## config.mk

```make
export PLATFORM = sky130hd
export DESIGN_NAME = pll_serial_register_port_flat
export DESIGN_NICKNAME = d
export VERILOG_FILES = /design/src/design/psrp_pkg.sv /design/src/design/psrp_channels.sv /design/src/design/pll_serial_register_port.sv /design/src/design/psrp_engine.sv /design/src/flat_wrapper.sv
export SDC_FILE = /design/constraint.sdc
export NUM_CORES = 1
export LEC_CHECK = 0
export BUFFER_PORTS_ARGS = -buffer_cell sky130_fd_sc_hd__buf_2
export CAP_MARGIN = 20
export CORE_ASPECT_RATIO = 0.6
export CORE_MARGIN = 2
export CORE_UTILIZATION = 48
export CTS_CLUSTER_DIAMETER = 80
export DETAILED_ROUTE_END_ITERATION = 16
export GPL_TIMING_DRIVEN = 0
export HOLD_SLACK_MARGIN = 0.02
export PLACE_DENSITY = 0.74
export SYNTH_ARGS = -nofsm -noshare
export SYNTH_HDL_FRONTEND = slang
export SYNTH_SLANG_ARGS = --single-unit
```

## constraint.sdc

```tcl
create_clock -name clk_i -period 10.9 [get_ports clk_i]
set_clock_uncertainty 0.2 [all_clocks]
set_input_delay 0 -clock clk_i [delete_from_list [all_inputs] [get_ports clk_i]]
set_output_delay 0 -clock clk_i [all_outputs]
set_load 0.05 [all_outputs]
```

## src/design/psrp_pkg.sv

```systemverilog
`timescale 1ns / 1ps
// ----------------------------------------------------------------------------
// psrp_pkg
// Shared widths, defaults, types and phase codes of the serial register port
// ----------------------------------------------------------------------------
package psrp_pkg;

  localparam int unsigned DATA_BITS_DEF  = 24;
  localparam int unsigned ADDR_BITS_DEF  = 6;

  localparam int unsigned DATA_W         = 24;
  localparam int unsigned ADDR_W         = 6;
  localparam int unsigned TICK_W         = 16;
  localparam logic [TICK_W-1:0] UNIT_TICKS_RST = 16'd50;

  typedef enum logic [6:0] {
    PH_IDLE   = 7'b0000001,
    PH_WR     = 7'b0000010,
    PH_RWAIT1 = 7'b0000100,
    PH_RADDR  = 7'b0001000,
    PH_RWAIT2 = 7'b0010000,
    PH_RDATA  = 7'b0100000,
    PH_SEN    = 7'b1000000
  } phase_e;

  typedef struct packed {
    logic              start_req;
    logic              req_type;
    logic [ADDR_W-1:0] reg_addr;
    logic [DATA_W-1:0] write_data;
    logic              sdo_level;
  } req_t;

  typedef struct packed {
    logic              sck_level;
    logic              sdi_level;
    logic              sen_level;
    logic              busy_res;
    logic              read_valid;
    logic [DATA_W-1:0] read_data;
  } res_t;

endpackage

```

## src/design/psrp_channels.sv

```systemverilog
`timescale 1ns / 1ps
// ----------------------------------------------------------------------------
// psrp channels
// Valid/ready channel interfaces for request ticks and result ticks
// ----------------------------------------------------------------------------
interface psrp_req_if;
  logic           valid;
  logic           ready;
  psrp_pkg::req_t payload;

  modport source (output valid, output payload, input ready);
  modport sink   (input valid, input payload, output ready);
endinterface

interface psrp_res_if;
  logic           valid;
  logic           ready;
  psrp_pkg::res_t payload;

  modport source (output valid, output payload, input ready);
  modport sink   (input valid, input payload, output ready);
endinterface

```

## src/design/pll_serial_register_port.sv

```systemverilog
`timescale 1ns / 1ps
// the result of an accepted request tick is written into the output register
// throughput: one request tick per cycle while the receiver takes results, set by the engine step
// a result waiting in the output register does not stop the next request if it is taken
// reset: asynchronous active low, engine idle, pins low, unit_ticks back to 50
// ----------------------------------------------------------------------------
// pll_serial_register_port
// Serial register port master for a pll chip, one request transaction per tick
// ----------------------------------------------------------------------------
module pll_serial_register_port #(
  parameter int unsigned DATA_BITS = psrp_pkg::DATA_BITS_DEF,
  parameter int unsigned ADDR_BITS = psrp_pkg::ADDR_BITS_DEF
) (
  input  logic                        clk_i,
  input  logic                        rst_ni,
  input  logic                        cfg_we_i,
  input  logic [psrp_pkg::TICK_W-1:0] cfg_wdata_i,
  psrp_req_if.sink                    req_i,
  psrp_res_if.source                  res_o
);

  logic [psrp_pkg::TICK_W-1:0] unit_ticks_q;
  logic                        out_valid_q;
  psrp_pkg::res_t              out_q;
  psrp_pkg::res_t              step_res;
  logic                        accept;

  assign req_i.ready = !out_valid_q || res_o.ready;
  assign accept      = req_i.valid && req_i.ready;

  psrp_engine #(
    .DATA_BITS (DATA_BITS),
    .ADDR_BITS (ADDR_BITS)
  ) u_engine (
    .clk_i        (clk_i),
    .rst_ni       (rst_ni),
    .step_i       (accept),
    .req_i        (req_i.payload),
    .unit_ticks_i (unit_ticks_q),
    .res_o        (step_res)
  );

  always_ff @(posedge clk_i or negedge rst_ni) begin
    if (!rst_ni) begin
      unit_ticks_q <= psrp_pkg::UNIT_TICKS_RST;
    end else if (cfg_we_i) begin
      unit_ticks_q <= cfg_wdata_i;
    end
  end

  always_ff @(posedge clk_i or negedge rst_ni) begin
    if (!rst_ni) begin
      out_valid_q <= 1'b0;
    end else if (accept) begin
      out_valid_q <= 1'b1;
    end else if (res_o.ready) begin
      out_valid_q <= 1'b0;
    end
  end

  always_ff @(posedge clk_i) begin
    if (accept) begin
      out_q <= step_res;
    end
  end

  assign res_o.valid   = out_valid_q;
  assign res_o.payload = out_q;

endmodule

```

## src/design/psrp_engine.sv

```systemverilog
`timescale 1ns / 1ps
// ----------------------------------------------------------------------------
// psrp_engine
// Per-tick serializer state and pin sequencing for register writes and reads
// ----------------------------------------------------------------------------
module psrp_engine #(
  parameter int unsigned DATA_BITS = psrp_pkg::DATA_BITS_DEF,
  parameter int unsigned ADDR_BITS = psrp_pkg::ADDR_BITS_DEF
) (
  input  logic                          clk_i,
  input  logic                          rst_ni,
  input  logic                          step_i,
  input  psrp_pkg::req_t                req_i,
  input  logic [psrp_pkg::TICK_W-1:0]   unit_ticks_i,
  output psrp_pkg::res_t                res_o
);

  localparam int unsigned WrBits   = ADDR_BITS + DATA_BITS + 2;
  localparam int unsigned RdABits  = ADDR_BITS + 1;
  localparam int unsigned CntW     = $clog2(WrBits + 1);
  localparam logic [CntW-1:0] WrLast   = CntW'(WrBits - 1);
  localparam logic [CntW-1:0] RdALast  = CntW'(RdABits - 1);
  localparam logic [CntW-1:0] DataLast = CntW'(DATA_BITS - 1);
  localparam int unsigned TW = psrp_pkg::TICK_W;

  psrp_pkg::phase_e     phase_q, phase_d;
  logic                 is_read_q, is_read_d;
  logic [WrBits-1:0]    shift_out_q, shift_out_d;
  logic [DATA_BITS-1:0] shift_in_q, shift_in_d;
  logic [CntW-1:0]      bit_count_q, bit_count_d;
  logic [1:0]           unit_step_q, unit_step_d;
  logic [TW-1:0]        tick_count_q, tick_count_d;
  logic [2:0]           pin_q, pin_d;

  logic [TW-1:0]        ut;
  logic                 last;
  logic                 busy;
  logic                 sck, sdi, sen, valid;
  logic [ADDR_BITS-1:0] addr;
  logic [DATA_BITS-1:0] data;

  assign ut   = (unit_ticks_i == '0) ? TW'(1) : unit_ticks_i;
  assign addr = ADDR_BITS'(req_i.reg_addr);
  assign data = DATA_BITS'(req_i.write_data);

  always_comb begin
    phase_d      = phase_q;
    is_read_d    = is_read_q;
    shift_out_d  = shift_out_q;
    shift_in_d   = shift_in_q;
    bit_count_d  = bit_count_q;
    unit_step_d  = unit_step_q;
    tick_count_d = tick_count_q;
    pin_d        = pin_q;
    valid        = 1'b0;
    last         = 1'b0;

    // start is taken on the same tick
    if (phase_q == psrp_pkg::PH_IDLE && req_i.start_req) begin
      is_read_d    = req_i.req_type;
      tick_count_d = '0;
      unit_step_d  = '0;
      bit_count_d  = '0;
      shift_in_d   = '0;
      if (req_i.req_type) begin
        shift_out_d = {1'b1, addr, {(DATA_BITS + 1){1'b0}}};
        phase_d     = psrp_pkg::PH_RWAIT1;
      end else begin
        shift_out_d = {1'b0, addr, data, 1'b0};
        phase_d     = psrp_pkg::PH_WR;
      end
    end

    busy = phase_d != psrp_pkg::PH_IDLE;
    sck  = pin_q[0];
    sdi  = pin_q[1];
    sen  = pin_q[2];

    if (busy) begin
      sck = 1'b0;
      sen = 1'b1;
      case (phase_d)
        psrp_pkg::PH_WR: begin
          sck = unit_step_d == 2'd1;
          sdi = shift_out_d[WrBits-1];
        end
        psrp_pkg::PH_RADDR: begin
          sck = unit_step_d == 2'd0;
          sdi = shift_out_d[WrBits-1];
        end
        psrp_pkg::PH_RDATA: begin
          sck = unit_step_d == 2'd0;
        end
        psrp_pkg::PH_SEN: begin
          sen = unit_step_d == 2'd1;
        end
        default: begin
        end
      endcase

      last = ({1'b0, tick_count_d} + (TW + 1)'(1)) >= {1'b0, ut};
      if (!last) begin
        tick_count_d = tick_count_d + TW'(1);
      end else begin
        tick_count_d = '0;
        case (phase_d)
          psrp_pkg::PH_WR: begin
            if (unit_step_d == 2'd2) begin
              unit_step_d = '0;
              shift_out_d = {shift_out_d[WrBits-2:0], 1'b0};
              if (bit_count_d == WrLast) begin
                bit_count_d = '0;
                phase_d     = psrp_pkg::PH_SEN;
              end else begin
                bit_count_d = bit_count_d + CntW'(1);
              end
            end else begin
              unit_step_d = unit_step_d + 2'd1;
            end
          end
          psrp_pkg::PH_RWAIT1: begin
            phase_d     = psrp_pkg::PH_RADDR;
            unit_step_d = '0;
            bit_count_d = '0;
          end
          psrp_pkg::PH_RADDR: begin
            if (unit_step_d == 2'd0) begin
              unit_step_d = 2'd1;
            end else begin
              unit_step_d = '0;
              shift_out_d = {shift_out_d[WrBits-2:0], 1'b0};
              if (bit_count_d == RdALast) begin
                bit_count_d = '0;
                phase_d     = psrp_pkg::PH_RWAIT2;
              end else begin
                bit_count_d = bit_count_d + CntW'(1);
              end
            end
          end
          psrp_pkg::PH_RWAIT2: begin
            phase_d     = psrp_pkg::PH_RDATA;
            unit_step_d = '0;
            bit_count_d = '0;
          end
          psrp_pkg::PH_RDATA: begin
            if (unit_step_d == 2'd0) begin
              unit_step_d = 2'd1;
            end else begin
              unit_step_d = '0;
              shift_in_d  = {shift_in_d[DATA_BITS-2:0], req_i.sdo_level};
              if (bit_count_d == DataLast) begin
                bit_count_d = '0;
                phase_d     = psrp_pkg::PH_SEN;
              end else begin
                bit_count_d = bit_count_d + CntW'(1);
              end
            end
          end
          psrp_pkg::PH_SEN: begin
            if (unit_step_d == 2'd2) begin
              unit_step_d = '0;
              phase_d     = psrp_pkg::PH_IDLE;
              valid       = is_read_d;
            end else begin
              unit_step_d = unit_step_d + 2'd1;
            end
          end
          default: begin
            phase_d = psrp_pkg::PH_IDLE;
          end
        endcase
      end
      pin_d = {sen, sdi, sck};
    end
  end

  always_comb begin
    res_o.sck_level  = sck;
    res_o.sdi_level  = sdi;
    res_o.sen_level  = sen;
    res_o.busy_res   = busy;
    res_o.read_valid = valid;
    res_o.read_data  = valid ? psrp_pkg::DATA_W'(shift_in_d) : '0;
  end

  always_ff @(posedge clk_i or negedge rst_ni) begin
    if (!rst_ni) begin
      phase_q      <= psrp_pkg::PH_IDLE;
      is_read_q    <= 1'b0;
      shift_out_q  <= '0;
      shift_in_q   <= '0;
      bit_count_q  <= '0;
      unit_step_q  <= '0;
      tick_count_q <= '0;
      pin_q        <= '0;
    end else if (step_i) begin
      phase_q      <= phase_d;
      is_read_q    <= is_read_d;
      shift_out_q  <= shift_out_d;
      shift_in_q   <= shift_in_d;
      bit_count_q  <= bit_count_d;
      unit_step_q  <= unit_step_d;
      tick_count_q <= tick_count_d;
      pin_q        <= pin_d;
    end
  end

endmodule

```

## src/flat_wrapper.sv

```systemverilog
// flat-port wrapper written by rule: the top's interface ports become plain ports
module pll_serial_register_port_flat 
#(
  parameter int unsigned DATA_BITS = psrp_pkg::DATA_BITS_DEF,
  parameter int unsigned ADDR_BITS = psrp_pkg::ADDR_BITS_DEF
)
  (clk_i, rst_ni, cfg_we_i, cfg_wdata_i, req_i_valid, req_i_payload, req_i_ready, res_o_valid, res_o_payload, res_o_ready);
  psrp_req_if req_i_i ();
  psrp_res_if res_o_i ();
  input  logic clk_i;
  input  logic rst_ni;
  input  logic cfg_we_i;
  input  logic [psrp_pkg::TICK_W-1:0] cfg_wdata_i;
  input wire logic [$bits(req_i_i.valid)-1:0] req_i_valid;
  input wire logic [$bits(req_i_i.payload)-1:0] req_i_payload;
  output wire logic [$bits(req_i_i.ready)-1:0] req_i_ready;
  output wire logic [$bits(res_o_i.valid)-1:0] res_o_valid;
  output wire logic [$bits(res_o_i.payload)-1:0] res_o_payload;
  input wire logic [$bits(res_o_i.ready)-1:0] res_o_ready;
  assign req_i_i.valid = req_i_valid;
  assign req_i_i.payload = req_i_payload;
  assign req_i_ready = req_i_i.ready;
  assign res_o_valid = res_o_i.valid;
  assign res_o_payload = res_o_i.payload;
  assign res_o_i.ready = res_o_ready;
  pll_serial_register_port #(.DATA_BITS(DATA_BITS), .ADDR_BITS(ADDR_BITS)) u_core (.clk_i(clk_i), .rst_ni(rst_ni), .cfg_we_i(cfg_we_i), .cfg_wdata_i(cfg_wdata_i), .req_i(req_i_i), .res_o(res_o_i));
endmodule
```

# ---- Yosys cells after proc, flatten, opt, wreduce, memory -nomap -nowiden
# Cells that the tools add are included.
dict set report totals {
  regBits 137
  in_bits 54
  elab_cells 103
}
dict set report op_classes {
  n_addsub 4
  order_cmp 1
  eq_ne 13
  muxes 57
  reduce_logical 12
}
# cell n
set op_table {}
lappend op_table {{2-to-1 mux 32 bit} 6}
lappend op_table {{2-to-1 mux 24 bit} 5}
lappend op_table {{2-to-1 mux 7 bit} 10}
lappend op_table {{2-to-1 mux 16 bit} 4}
lappend op_table {{case mux 32 bit (2 select lines)} 1}
lappend op_table {{2-to-1 mux 6 bit} 9}
lappend op_table {{case mux 7 bit (6 select lines)} 1}
lappend op_table {{case mux 6 bit (4 select lines)} 1}
lappend op_table {{adder 16 x 1 -> 17 bit, second input constant} 1}
lappend op_table {{>= comparator 17 x 16 -> 1 bit} 1}
lappend op_table {{adder 16 x 1 -> 16 bit, second input constant} 1}
lappend op_table {{logical NOT 16 bit} 1}
lappend op_table {{2-to-1 mux 1 bit} 13}
lappend op_table {{== test 6 x 5 -> 1 bit, second input constant} 2}
lappend op_table {{2-to-1 mux 2 bit} 4}
lappend op_table {{OR reduction 2 bit} 4}
lappend op_table {{== test 7 x 1 -> 1 bit, second input constant} 1}
lappend op_table {{== test 7 x 2 -> 1 bit, second input constant} 1}
lappend op_table {{== test 7 x 3 -> 1 bit, second input constant} 1}
lappend op_table {{== test 7 x 4 -> 1 bit, second input constant} 1}
lappend op_table {{== test 7 x 5 -> 1 bit, second input constant} 1}
lappend op_table {{== test 7 x 6 -> 1 bit, second input constant} 1}
lappend op_table {{== test 7 bit, second input constant} 1}
lappend op_table {{!= test 7 x 1 -> 1 bit, second input constant} 1}
lappend op_table {{other kinds (14)} 15}

# ---- Depth between registers and ports, before layout
# Gate-level depths: netlist (run 1).
dict set report logic_depth {
  depth_word 9
  ltp_mapped 26
  depth_no_buf 19
}

# ---- Hierarchy
# From an unflattened synthesis (run 1), not the netlist that was laid out.
dict set report hier_totals {
  hier_cells 814
  hier_area_um2 7900.1
}
# module n_inst cells_each area_each_um2 seq_area_each_um2
set modules_own_cells {}
lappend modules_own_cells {psrp_engine 1 747 6332.3 2278.4}
lappend modules_own_cells {pll_serial_register_port 1 67 1567.8 1300.0}

# ---- Least setup slack after synthesis (run 1)
# OpenSTA, ideal clock, no wires.
dict set report synth_path {
  kind {register -> register}
  start {register u_core.u_engine.phase_q[3]}
  end {register u_core.out_q, in the netlist u_core.res_o.payload[10] (data pin)}
  arrival_ns 5.385
  setup_slack_ns 5.168
  path_stages_with_launch 26
  path_cell_list {dfrtp_1 or4_1 buf_2 or4_1 buf_2 clkbuf_1 clkbuf_1 clkbuf_1 and2_1 ha_1 and3_1 and3_1 and2_4 nand3_1 xor2_1 nor2_1 ha_1 nand4_1 nor4b_1 o41ai_1 and2_1 buf_4 nor3_2 clkbuf_1 nand2_1 a21oi_1}
}
dict set report synth_via {
  elab_chain_len 8
  elab_cells_between_ends 22
  classes_between {1 x add/sub; 1 x order compare; 5 x eq/ne; 13 x mux; 2 x reduce/logical}
}
# element line
set synth_rtl {}
lappend synth_rtl {{from (decl)} psrp_engine.sv:26} ;# psrp_pkg::phase_e phase_q, phase_d;
lappend synth_rtl {{from (signal assigned)} psrp_engine.sv:188} ;# phase_q <= psrp_pkg::PH_IDLE;
lappend synth_rtl {{from (signal assigned)} psrp_engine.sv:197} ;# phase_q <= phase_d;
lappend synth_rtl {{parallel branches: the longest is 8 deep, another holds adder 16 x 1 -> 17 bit} -}
lappend synth_rtl {{to (signal assigned)} pll_serial_register_port.sv:63} ;# out_q <= step_res;
lappend synth_rtl {{to (decl)} pll_serial_register_port.sv:24} ;# psrp_pkg::res_t out_q;
# Several ways; the timed one is not identified.
# A chain may end at the register's enable or synchronous reset.

# ---- Worst setup path in the final report (run 1)
dict set report layout_path {
  start {register u_core.u_engine.phase_q[6]}
  end {register u_core.u_engine.shift_out_q[28]}
}
dict set report layout_via {
  elab_chain_len 8
  elab_cells_between_ends 18
  classes_between {1 x add/sub; 1 x order compare; 5 x eq/ne; 9 x mux; 2 x reduce/logical}
}
# element line
set layout_rtl {}
lappend layout_rtl {{parallel branches: the longest is 7 deep, another holds adder 16 x 1 -> 17 bit} -}
lappend layout_rtl {{2-to-1 mux 32 bit *} psrp_engine.sv:79} ;# if (busy) begin
lappend layout_rtl {{to (signal assigned)} psrp_engine.sv:199} ;# shift_out_q <= shift_out_d;
lappend layout_rtl {{to (decl)} psrp_engine.sv:28} ;# logic [WrBits-1:0] shift_out_q, shift_out_d;
# Every way passes the cells marked *.

==> results of run 1 <==
[report_power, final]
part | internal (W) | switching, W
clock network | 0.000305 | 0.000256
registers | 0.000616 | 0.0000590
logic | 0.000199 | 0.000289
[worst max-delay path: cells and delay by family (launching register included)]
family | cells | cell delay, ns
and+or+nand+nor | 13 | 2.63
adders and majority gates | 2 | 0.54
xor gates and xnor gates | 1 | 0.16
AOI/OAI and AO/OA | 3 | 0.81
buffers and inverters | 8 | 2.34
DFF | 1 | 0.44
[kinds of logic (layout without fill, tap and decap cells)]
| kind of cell | Yosys count | in the layout |
|---|---|---|
| AO/OA/AOI/OAI | 204 | 204 |
| XOR/XNOR | 16 | 16 |
| adder cells (fa/ha/maj) | 19 | 19 |
| buffers and inverters | 71 | 272 |
| flip-flops | 137 | 137 |
| multiplexers | 7 | 7 |
| AND/OR/NAND/NOR | 278 | 278 |
[registers in the layout, indices dropped and copies added (netlist names)]
signal,cells
u_core.res_o.payload,29
u_core.res_o.valid,1
u_core.u_engine.bit_count_q,6
u_core.u_engine.is_read_q,1
u_core.u_engine.phase_q,7
u_core.u_engine.pin_q,3
u_core.u_engine.shift_in_q,24
u_core.u_engine.shift_out_q,32
u_core.u_engine.tick_count_q,16
u_core.u_engine.unit_step_q,2
u_core.unit_ticks_q,16
[cell usage in the layout, fill, tap and decap left out, drive strengths merged, types with 5 or more instances in the layout]
master       netlist  routed
a21oi             52      52
a221o             24      24
a22o              45      45
a31oi             10      10
and2              17      17
and3              11      11
buf               15     101
clkbuf            33      50
clkinv             0       5
dfrtp            104     104
dlygate4sd3        0      83
edfxtp            29      29
ha                19      19
inv               23      32
nand2            100     100
nand2b             5       5
nand3             16      16
nand3b            14      14
nor2              48      48
nor3              33      33
nor3b             13      13
nor4               6       6
o21ai             40      40
xnor2              6       6
xor2              10      10
[per-layer routing]
| layer | wire, microns | up-vias |
|---|---|---|
| met2 | 8290 | 359 |
| met3 | 2169 | 24 |
| met1 | 9381 | 3209 |
| met5 | 0 | - |
| li1 | - | 3078 |
| met4 | 214 | 0 |
[area by class of cell]
class                   instances  share of cell area [%]
plain buffers                  48                   2.524
clock buffers                  17                   4.565
clock inverters                15                   1.638
inverters                      23                  0.9264
multi-input cells             524                   35.32
flip-flops and latches        137                   38.40
well taps                     198                   2.658
repair buffers                169                   13.96
[through the flow]
step,cells,setup WS (ns)
3_5_place_dp,1016,3.947
2_1_floorplan,732,5.168
4_1_cts,1131,3.763
5_1_grt,1131,3.325
3_3_place_gp,1014,3.949
6_report,1131,3.663
[how the worst max path moves through the flow]
stage                                    start                              end  slack [ns]  cells after the start
finish              u_core.u_engine.phase_q[6]  u_core.u_engine.shift_out_q[28]        3.66                     27
global route        u_core.u_engine.phase_q[6]  u_core.u_engine.shift_out_q[28]        3.32                     27
CTS                 u_core.u_engine.phase_q[3]  u_core.u_engine.shift_out_q[28]        3.76                     27
detailed placement  u_core.u_engine.phase_q[3]         u_core.res_o.payload[10]        3.95                     25
global placement    u_core.u_engine.phase_q[3]         u_core.res_o.payload[10]        3.95                     25
floorplan           u_core.u_engine.phase_q[3]         u_core.res_o.payload[10]        5.17                     25
[what timing repair did]
item / 4_1_cts / 5_1_grt
setup buffers: 0 / 0
hold buffers: 83 / 0
endpoints found under the hold margin: 112 / 0
==> run summary, run 1 <==
status - finished clean
Startpoint Class - register
Worst-Margin Slew - 0.8681 ns
GPL Wtd Cong - 0.9880
H-tree depth - 4
GRT Resource Usage Total - 25.97%
pin count of the biggest net entering global routing - 66
Crit Path Class - reg -> reg
RSZ-0062 raised after global routing - no
clock slew at reported path FFs - 0.07 ns
Avg Inst Size Synth - 9.823 sq um
combinational family with the most area after synthesis - compound AO/OA/AOI/OAI gates
post-cts resize count - 0
most used routing layer - met1
most frequent cell after synthesis - dfrtp_1
antenna cells - 0
Synth top area share - 36.19%
clock buffer depth - 2
vias in the first global route - 6240
CP endpoint kind - register
area leader, netlist - dfrtp_1
Initial Util - 49.42%
met2 Use GR - 36.66%
post-route minimum period - 7.237 ns
first-pass GRT wire length - 32540 microns
count of different cell masters after synthesis - 61
Worst slew margin - 41.64%
Via density - 5.897
Sequential Area - 3578 sq um
setup TNS - 0 ns
Placed Area - 7910 sq um
DP HPWL - 13470 microns
GRT met1 Usage - 39.71%
initial DRC count - 685
overflow left after global routing - 0
clk sinks - 137
mapped cell area - 7191 sq um
met3 Resource Use GR - 7.155%
predominant post-synthesis flop cell - dfrtp_1
Slowest-stage cell, CP - dlygate4sd3_1
clk root buf - clkbuf_16
R2R depth - 27
post-synthesis simple-gate area fraction - 19.23%
CP max FO - 10
CP most frequent cell - clkbuf_1
Compound-Gate Fraction of Synth Area - 20.25%
I/O pin cnt - 85
post-synthesis register bit count - 137
I/O Buffers - 84
Setup-failing EPs final - 0
routed vias - 6670
Reg2Reg Setup Slack - 3.66 ns
CTS tree - done
Final Cell Area - 9319 sq um
R2R Path Start - u_core.u_engine.phase_q[6]
clock buffer count from CTS - 17
multiplexer area fraction after synthesis - 1.044%
Area contributors post-synth - dfrtp_1 36%, edfxtp_1 12%, a22o_1 5.5%, nand2_1 5.2%, a21oi_1 3.6%
drt drc - 0
die width - 162.0 microns
antenna violations before repair - 0
TritonRoute pass-1 iters - 7
final hold slack - 0.03558 ns
total wire length - 20060 microns
final hold violation count - 0
synthesized netlist cell count - 732
Mapped Nets - 805
Layout Utilization - 64.05%
core area - 14550 sq um
Antenna Nets Post-Route - 0
yosys warns - 0
Pwr Total - 0.001724 W
worst r2r dst - u_core.u_engine.shift_out_q[28]
Synth async-reset ratio - 78.83%
maximum VDD drop - 124.1 uV
fin crit share - 66.39%
share of layout cells above drive strength 1 - 15.97%
Multi-input gate area - 3292 sq um
die area - 16010 sq um
Max-Cap Viols - 0
Layout fillers - 1198
Post-synth top cells - 104 x dfrtp_1, 99 x nand2_1, 52 x a21oi_1, 47 x nor2_1, 45 x a22o_1
sequential cell area fraction in the yosys report - 49.77%
Lkg Pwr - 4.043 nW
worst skew pair latency - 0.43 ns
xor and xnor area share after synthesis - 1.949%
P&R area growth vs syn - 29.60%
Hold/Removal Path Class - in -> async
Cell Rows - 34
FMAX - 0.1382 GHz
Power Dens Cells - 185.0 nW/um^2
WL per Instance - 17.73 microns
crit path DAT - 7.34 ns
Post-Synth Adder-Cell Area - 3.306%
critical path's largest stage delay - 0.56 ns
Post-synth EDFFs - 29
Crit path required time - 11.01 ns
nets@finish - 993
Die Span Y - 98.81 microns
max-slew violations - 0
(Power assumes the default switching activity.)
==> run 2, diff against run 1 <==
--- a/config.mk
+++ b/config.mk
@@ -14,7 +14,7 @@
 export DETAILED_ROUTE_END_ITERATION = 16
 export GPL_TIMING_DRIVEN = 0
 export HOLD_SLACK_MARGIN = 0.02
-export PLACE_DENSITY = 0.74
+export PLACE_DENSITY = 0.76
 export SYNTH_ARGS = -nofsm -noshare
 export SYNTH_HDL_FRONTEND = slang
 export SYNTH_SLANG_ARGS = --single-unit
==> constraint.sdc (replaced) <==
create_clock -name clk_i -period 6.2 [get_ports clk_i]
set_clock_uncertainty 0.2 [all_clocks]
set_input_delay 0 -clock clk_i [delete_from_list [all_inputs] [get_ports clk_i]]
set_output_delay 0 -clock clk_i [all_outputs]
set_load 0.05 [all_outputs]
==> run 2 against run 1 <==
  * Final cell count increased by 0.53%
  * Non-clock buffer count up 6
  * Worst hold slack better by 0.0026 ns
  * Sequential power rose by 76%
  * Register-to-register slack worse by 3.4 ns
  * Die area unchanged
  * Critical endpoint is now u_core.u_engine.shift_in_q[1]
  * Critical path type unchanged
  * Combinational power up 74%
  * Critical path depth fell by 1
  * First-iteration DRC count rose by 3.6%
  * Power increased by 76%
  * Worst setup slack got worse by 3.4 ns
==> run summary, run 2 (synthesized netlist as in run 1, its figures left out) <==
CTS tree - done
Lkg Pwr - 4.119 nW
die area - 16010 sq um
antenna cells - 0
antenna violations before repair - 0
Layout Utilization - 65.35%
Antenna Nets Post-Route - 0
Cell Int Power - 0.001960 W
number of stages on the worst setup path - 26
clock buffer count from CTS - 17
RSZ-0062 raised after global routing - no
critical path's largest stage delay - 0.53 ns
net switching power - 0.001070 W
overflow left after global routing - 0
GPL Wtd Cong - 0.9669
CP max FO - 10
die width - 162.0 microns
R2R depth - 26
Worst slew margin - 42.01%
R2R Path Start - u_core.u_engine.phase_q[3]
DP HPWL - 13300 microns
Biggest register - u_core.u_engine.shift_out_q
I/O pin cnt - 85
most frequent cells in the layout - 102 x dfrtp_1, 99 x nand2_1, 87 x buf_2
most common cell after layout, fill and taps aside - dfrtp_1
CP most frequent cell - buf_4
clk root buf - clkbuf_16
total wire length - 20220 microns
crit path DAT - 6.06 ns
vias in the first global route - 6335
worst r2r dst - u_core.u_engine.shift_in_q[1]
first-pass GRT wire length - 32490 microns
Crit Path Class - reg -> reg
Net Sw Frac - 35.32%
Setup-failing EPs final - 0
Layout fillers - 1133
max-slew violations - 0
worst skew pair latency - 0.43 ns
Worst Setup SP - u_core.u_engine.phase_q[3]
maximum VDD drop - 262.3 uV
Hold/Removal Path Class - in -> reg
Slowest-stage cell, CP - or4_1
Crit path required time - 6.31 ns
GRT Resource Usage Total - 25.77%
I/O Buffers - 84
clk sinks - 137
share of layout cells above drive strength 1 - 19.17%
H-tree depth - 4
Power Dens Cells - 318.8 nW/um^2
post-route worst setup slack - 0.2548 ns
TritonRoute pass-1 iters - 5
nets@finish - 999
DP Worst Slack - -0.8031 ns
number of flip-flops under the largest register name - 32
clock slew at reported path FFs - 0.07 ns
clock power share - 32.8%
post-route minimum period - 5.945 ns
WL per Instance - 17.79 microns
Initial Util - 49.42%
P&R area growth vs syn - 32.23%
pin count of the biggest net entering global routing - 63
fin crit share - 95.89%
Setup crit end - u_core.u_engine.shift_in_q[1]
Worst-Margin Slew - 0.8626 ns
sequential power share - 39.2%
combinational power share - 28.0%
Startpoint Class - register
routed vias - 6631
CP delay by family, top - simple AND/OR/NAND/NOR gates
FMAX - 0.1682 GHz
CP endpoint kind - register
Cell Rows - 34
final hold violation count - 0
Reg2Reg Setup Slack - 0.25 ns
initial DRC count - 710
CP Buf/Inv Count - 7
core area - 14550 sq um
status - finished clean
clock buffer depth - 2
Max-Cap Viols - 0
Die Span Y - 98.81 microns
drt drc - 0
Via density - 5.832
-- run 2: area by class of cell --
type / instances / area, sq um / share of cell area (%)
Clock inverter: 15 / 151.4 / 1.592
Timing Repair Buffer: 175 / 1359 / 14.29
Tap cell: 198 / 247.7 / 2.606
Sequential cell: 137 / 3581 / 37.66
Inverter: 23 / 86.33 / 0.9080
Clock buffer: 17 / 425.4 / 4.474
Buffer: 48 / 290.3 / 3.053
Multi-Input combinational cell: 524 / 3367 / 35.41
-- run 2: through the flow --
| stage | area (sq um) | instances | TNS (ns) | power [W] | hold WS (ns) |
|---|---|---|---|---|---|
| 2_1_floorplan | 7191 | 732 | 0 | 0.001714 | -0.4956 |
| 3_3_place_gp | 7859 | 1014 | -51.55 | 0.001924 | 0.01062 |
| 3_5_place_dp | 7910 | 1016 | -56.64 | 0.001942 | -0.1379 |
| 4_1_cts | 9409 | 1130 | 0 | 0.003004 | 0.02166 |
| 5_1_grt | 9508 | 1137 | 0 | 0.003172 | 0.05523 |
| 6_report | 9508 | 1137 | 0 | 0.003031 | 0.03822 |
-- run 2: worst min-delay path by stage --
| stage | endpoint | cells after the start | from | slack, ns |
|---|---|---|---|---|
| floorplan | u_core.res_o.valid | 0 | rst_ni | -0.50 |
| finish | u_core.u_engine.phase_q[3] | 5 | req_i_payload[32] | 0.04 |
| global route | u_core.u_engine.phase_q[3] | 5 | req_i_payload[31] | 0.06 |
| detailed placement | u_core.u_engine.shift_out_q[16] | 1 | rst_ni | -0.14 |
| global placement | u_core.unit_ticks_q[11] | 3 | cfg_wdata_i[11] | 0.01 |
| CTS | u_core.u_engine.phase_q[3] | 5 | req_i_payload[31] | 0.02 |
-- run 2: timing repair --
| action | in CTS | in global routing |
|---|---|---|
| cloned | 0 | 2 |
| setup buffers | 1 | 5 |
| endpoints found under the setup margin | 112 | 110 |
| resized for setup | 25 | 25 |
| endpoints found under the hold margin | 155 | 0 |
| pin swaps | 4 | 7 |
| hold buffers | 81 | 0 |
-- run 2: power groups by stage --
stage	registers, W	clock network (W)	logic, W
after detailed placement	0.00119	0	0.000749
after CTS	0.00118	0.00101	0.000817
final	0.00119	0.000994	0.000850
after global placement	0.00119	0	0.000732
after global routing	0.00120	0.00104	0.000928
after floorplan	0.00121	0	0.000504
-- run 2: per-layer routing --
metal / up-vias / wire length (microns) / global-route usage, %
met5: - / 0 / 0
met1: 3160 / 9951 / 40.04
met2: 359 / 8312 / 36.04
li1: 3089 / - / -
met3: 23 / 1777 / 6.187
met4: 0 / 182 / 6.535
-- run 2: tightest hold or removal path: cells and delay by family --
family	cells	cell delay (ns)
compound gates	3	0.41
buf+inv	1	0.12
simple gates	1	0.09
==> run 3, diff against run 2 <==
--- a/config.mk
+++ b/config.mk
@@ -15,6 +15,7 @@
 export GPL_TIMING_DRIVEN = 0
 export HOLD_SLACK_MARGIN = 0.02
 export PLACE_DENSITY = 0.76
+export RECOVER_POWER = 50
 export SYNTH_ARGS = -nofsm -noshare
 export SYNTH_HDL_FRONTEND = slang
 export SYNTH_SLANG_ARGS = --single-unit
==> run 3 against run 2 <==
  * The run now ends with max-capacitance violations, max-slew violations left
  * Final area fell by 0.87%
  * Non-clock buffer count did not move
  * Via count up 0.18%
  * Final cell count did not move
  * Worst hold slack better by 0.0022 ns
  * Clock power hardly changed
  * Highest routed layer unchanged
==> run summary, run 3 (synthesized netlist as in run 1, its figures left out) <==
GRT Resource Usage Total - 25.77%
setup TNS - 0 ns
most frequent cells in the layout - 102 x dfrtp_1, 99 x nand2_1, 80 x dlygate4sd3_1
clk sinks - 137
H-tree depth - 4
failing checks - max-capacitance violations, max-slew violations
Reg2Reg Setup Slack - 0.26 ns
antenna cells - 0
Crit Path Class - reg -> reg
worst skew pair latency - 0.43 ns
R2R Path Start - u_core.u_engine.phase_q[3]
Sequential Area - 3581 sq um
Power Dens Cells - 320.8 nW/um^2
Lkg Pwr - 4.002 nW
worst hold path depth - 5
I/O Buffers - 84
clock buffer count from CTS - 17
final hold violation count - 0
I/O pin cnt - 85
maximum VDD drop - 262.7 uV
clock slew at reported path FFs - 0.07 ns
Biggest register - u_core.u_engine.shift_out_q
Multi-input gate area - 3367 sq um
DP HPWL - 13300 microns
initial DRC count - 701
Hold/Removal Path Class - in -> reg
Setup-failing EPs final - 0
TritonRoute pass-1 iters - 5
nets@finish - 999
core area - 14550 sq um
pin count of the biggest net entering global routing - 63
Max-Cap Viols - 2
CP endpoint kind - register
Cell Rows - 34
critical path's largest stage delay - 0.53 ns
crit path DAT - 6.05 ns
P&R area growth vs syn - 31.08%
CTS tree - done
Die Span Y - 98.81 microns
clk root buf - clkbuf_16
WHS Endpoint - u_core.u_engine.phase_q[3]
final hold slack - 0.04039 ns
share of layout cells above drive strength 1 - 15.55%
RSZ-0062 raised after global routing - no
worst r2r dst - u_core.u_engine.shift_in_q[1]
post-route minimum period - 5.943 ns
R2R depth - 26
clock buffer depth - 2
Layout fillers - 1156
overflow left after global routing - 0
Startpoint Class - register
die width - 162.0 microns
Initial Util - 49.42%
Worst slew margin - -128.2%
Antenna Nets Post-Route - 0
WL per Instance - 17.85 microns
routed vias - 6643
GPL Wtd Cong - 0.9669
number of flip-flops under the largest register name - 32
Slowest-stage cell, CP - or4_1
CP max FO - 10
Via density - 5.843
total wire length - 20300 microns
die area - 16010 sq um
max-slew violations - 107
vias in the first global route - 6335
most common cell after layout, fill and taps aside - dfrtp_1
FMAX - 0.1683 GHz
fin crit share - 95.85%
drt drc - 0
Crit path required time - 6.31 ns
antenna violations before repair - 0
Worst-Margin Slew - 3.423 ns
first-pass GRT wire length - 32490 microns
HP Start - req_i_payload[32]
CP most frequent cell - buf_4
Pwr Total - 0.003024 W
status - finished, violations left
-- run 3: cell types whose count changed in the layout (fill, tap and decap cells not counted), sizes merged --
cell | previous run | this run
buf | 114 | 80
clkbuf | 46 | 80
-- run 3: worst max path at each step --
| stage | startpoint | end | slack, ns | cells after the start |
|---|---|---|---|---|
| after detailed placement | u_core.u_engine.phase_q[3] | u_core.res_o.payload[10] | -0.80 | 25 |
| after global placement | u_core.u_engine.phase_q[3] | u_core.res_o.payload[12] | -0.69 | 24 |
| after CTS | u_core.u_engine.phase_q[3] | u_core.u_engine.bit_count_q[0] | 0.002 | 25 |
| after global routing | u_core.u_engine.phase_q[3] | u_core.u_engine.shift_in_q[12] | 0.01 | 25 |
| after floorplan | u_core.u_engine.phase_q[3] | u_core.res_o.payload[10] | 0.47 | 25 |
| final | u_core.u_engine.phase_q[3] | u_core.u_engine.shift_in_q[1] | 0.26 | 26 |
-- run 3: repair_timing --
item / 4_1_cts / 5_1_grt
setup buffers: 1 / 5
hold buffers: 81 / 0
pin swaps: 4 / 7
hold endpoints to repair: 155 / 0
resized for setup: 25 / 25
setup endpoints to repair: 112 / 110
cloned: 0 / 2
-- run 3: critical path: cells and delay by family, from the launching register on --
family	cells	cell delay (ns)
xor gates and xnor gates	1	0.15
AOI/OAI and AO/OA	4	0.69
and+or+nand+nor	12	2.59
buffers and inverters	7	1.21
adders and majority gates	2	0.52
DFF	1	0.43
-- run 3: per-stage QoR --
step	util (%)	std cells	setup slack, ns	area, sq um
2_1_floorplan	-	732	0.4679	7191
3_3_place_gp	54.02	1014	-0.6854	7859
3_5_place_dp	54.37	1016	-0.8031	7910
4_1_cts	64.67	1130	0.001511	9409
5_1_grt	64.78	1137	0.009611	9425
6_report	64.78	1137	0.2574	9425
-- run 3: final cells by class --
| class | instances | share of cell area (%) |
|---|---|---|
| Sequential cell | 137 | 37.99 |
| Multi-Input combinational cell | 524 | 35.72 |
| Timing Repair Buffer | 175 | 13.54 |
| Clock buffer | 17 | 4.513 |
| Buffer | 48 | 3.080 |
| Tap cell | 198 | 2.628 |
| Clock inverter | 15 | 1.606 |
| Inverter | 23 | 0.9160 |
-- run 3: metal layers --
layer  global-route usage [%]  up-vias  wire [microns]
met1                    40.04     3151            9725
met4                    6.535        0             180
met2                    36.04      377            8330
met5                        0        -               0
li1                         -     3087               -
met3                    6.187       28            2062
-- run 3: report_power, final --
group          total (W)  internal (W)  leakage [nW]  switching, W
sequential       0.00119       0.00108          1.71      0.000105
clock           0.000994      0.000536         0.278      0.000459
combinational   0.000841      0.000335          2.02      0.000506
total            0.00302       0.00195          4.00       0.00107
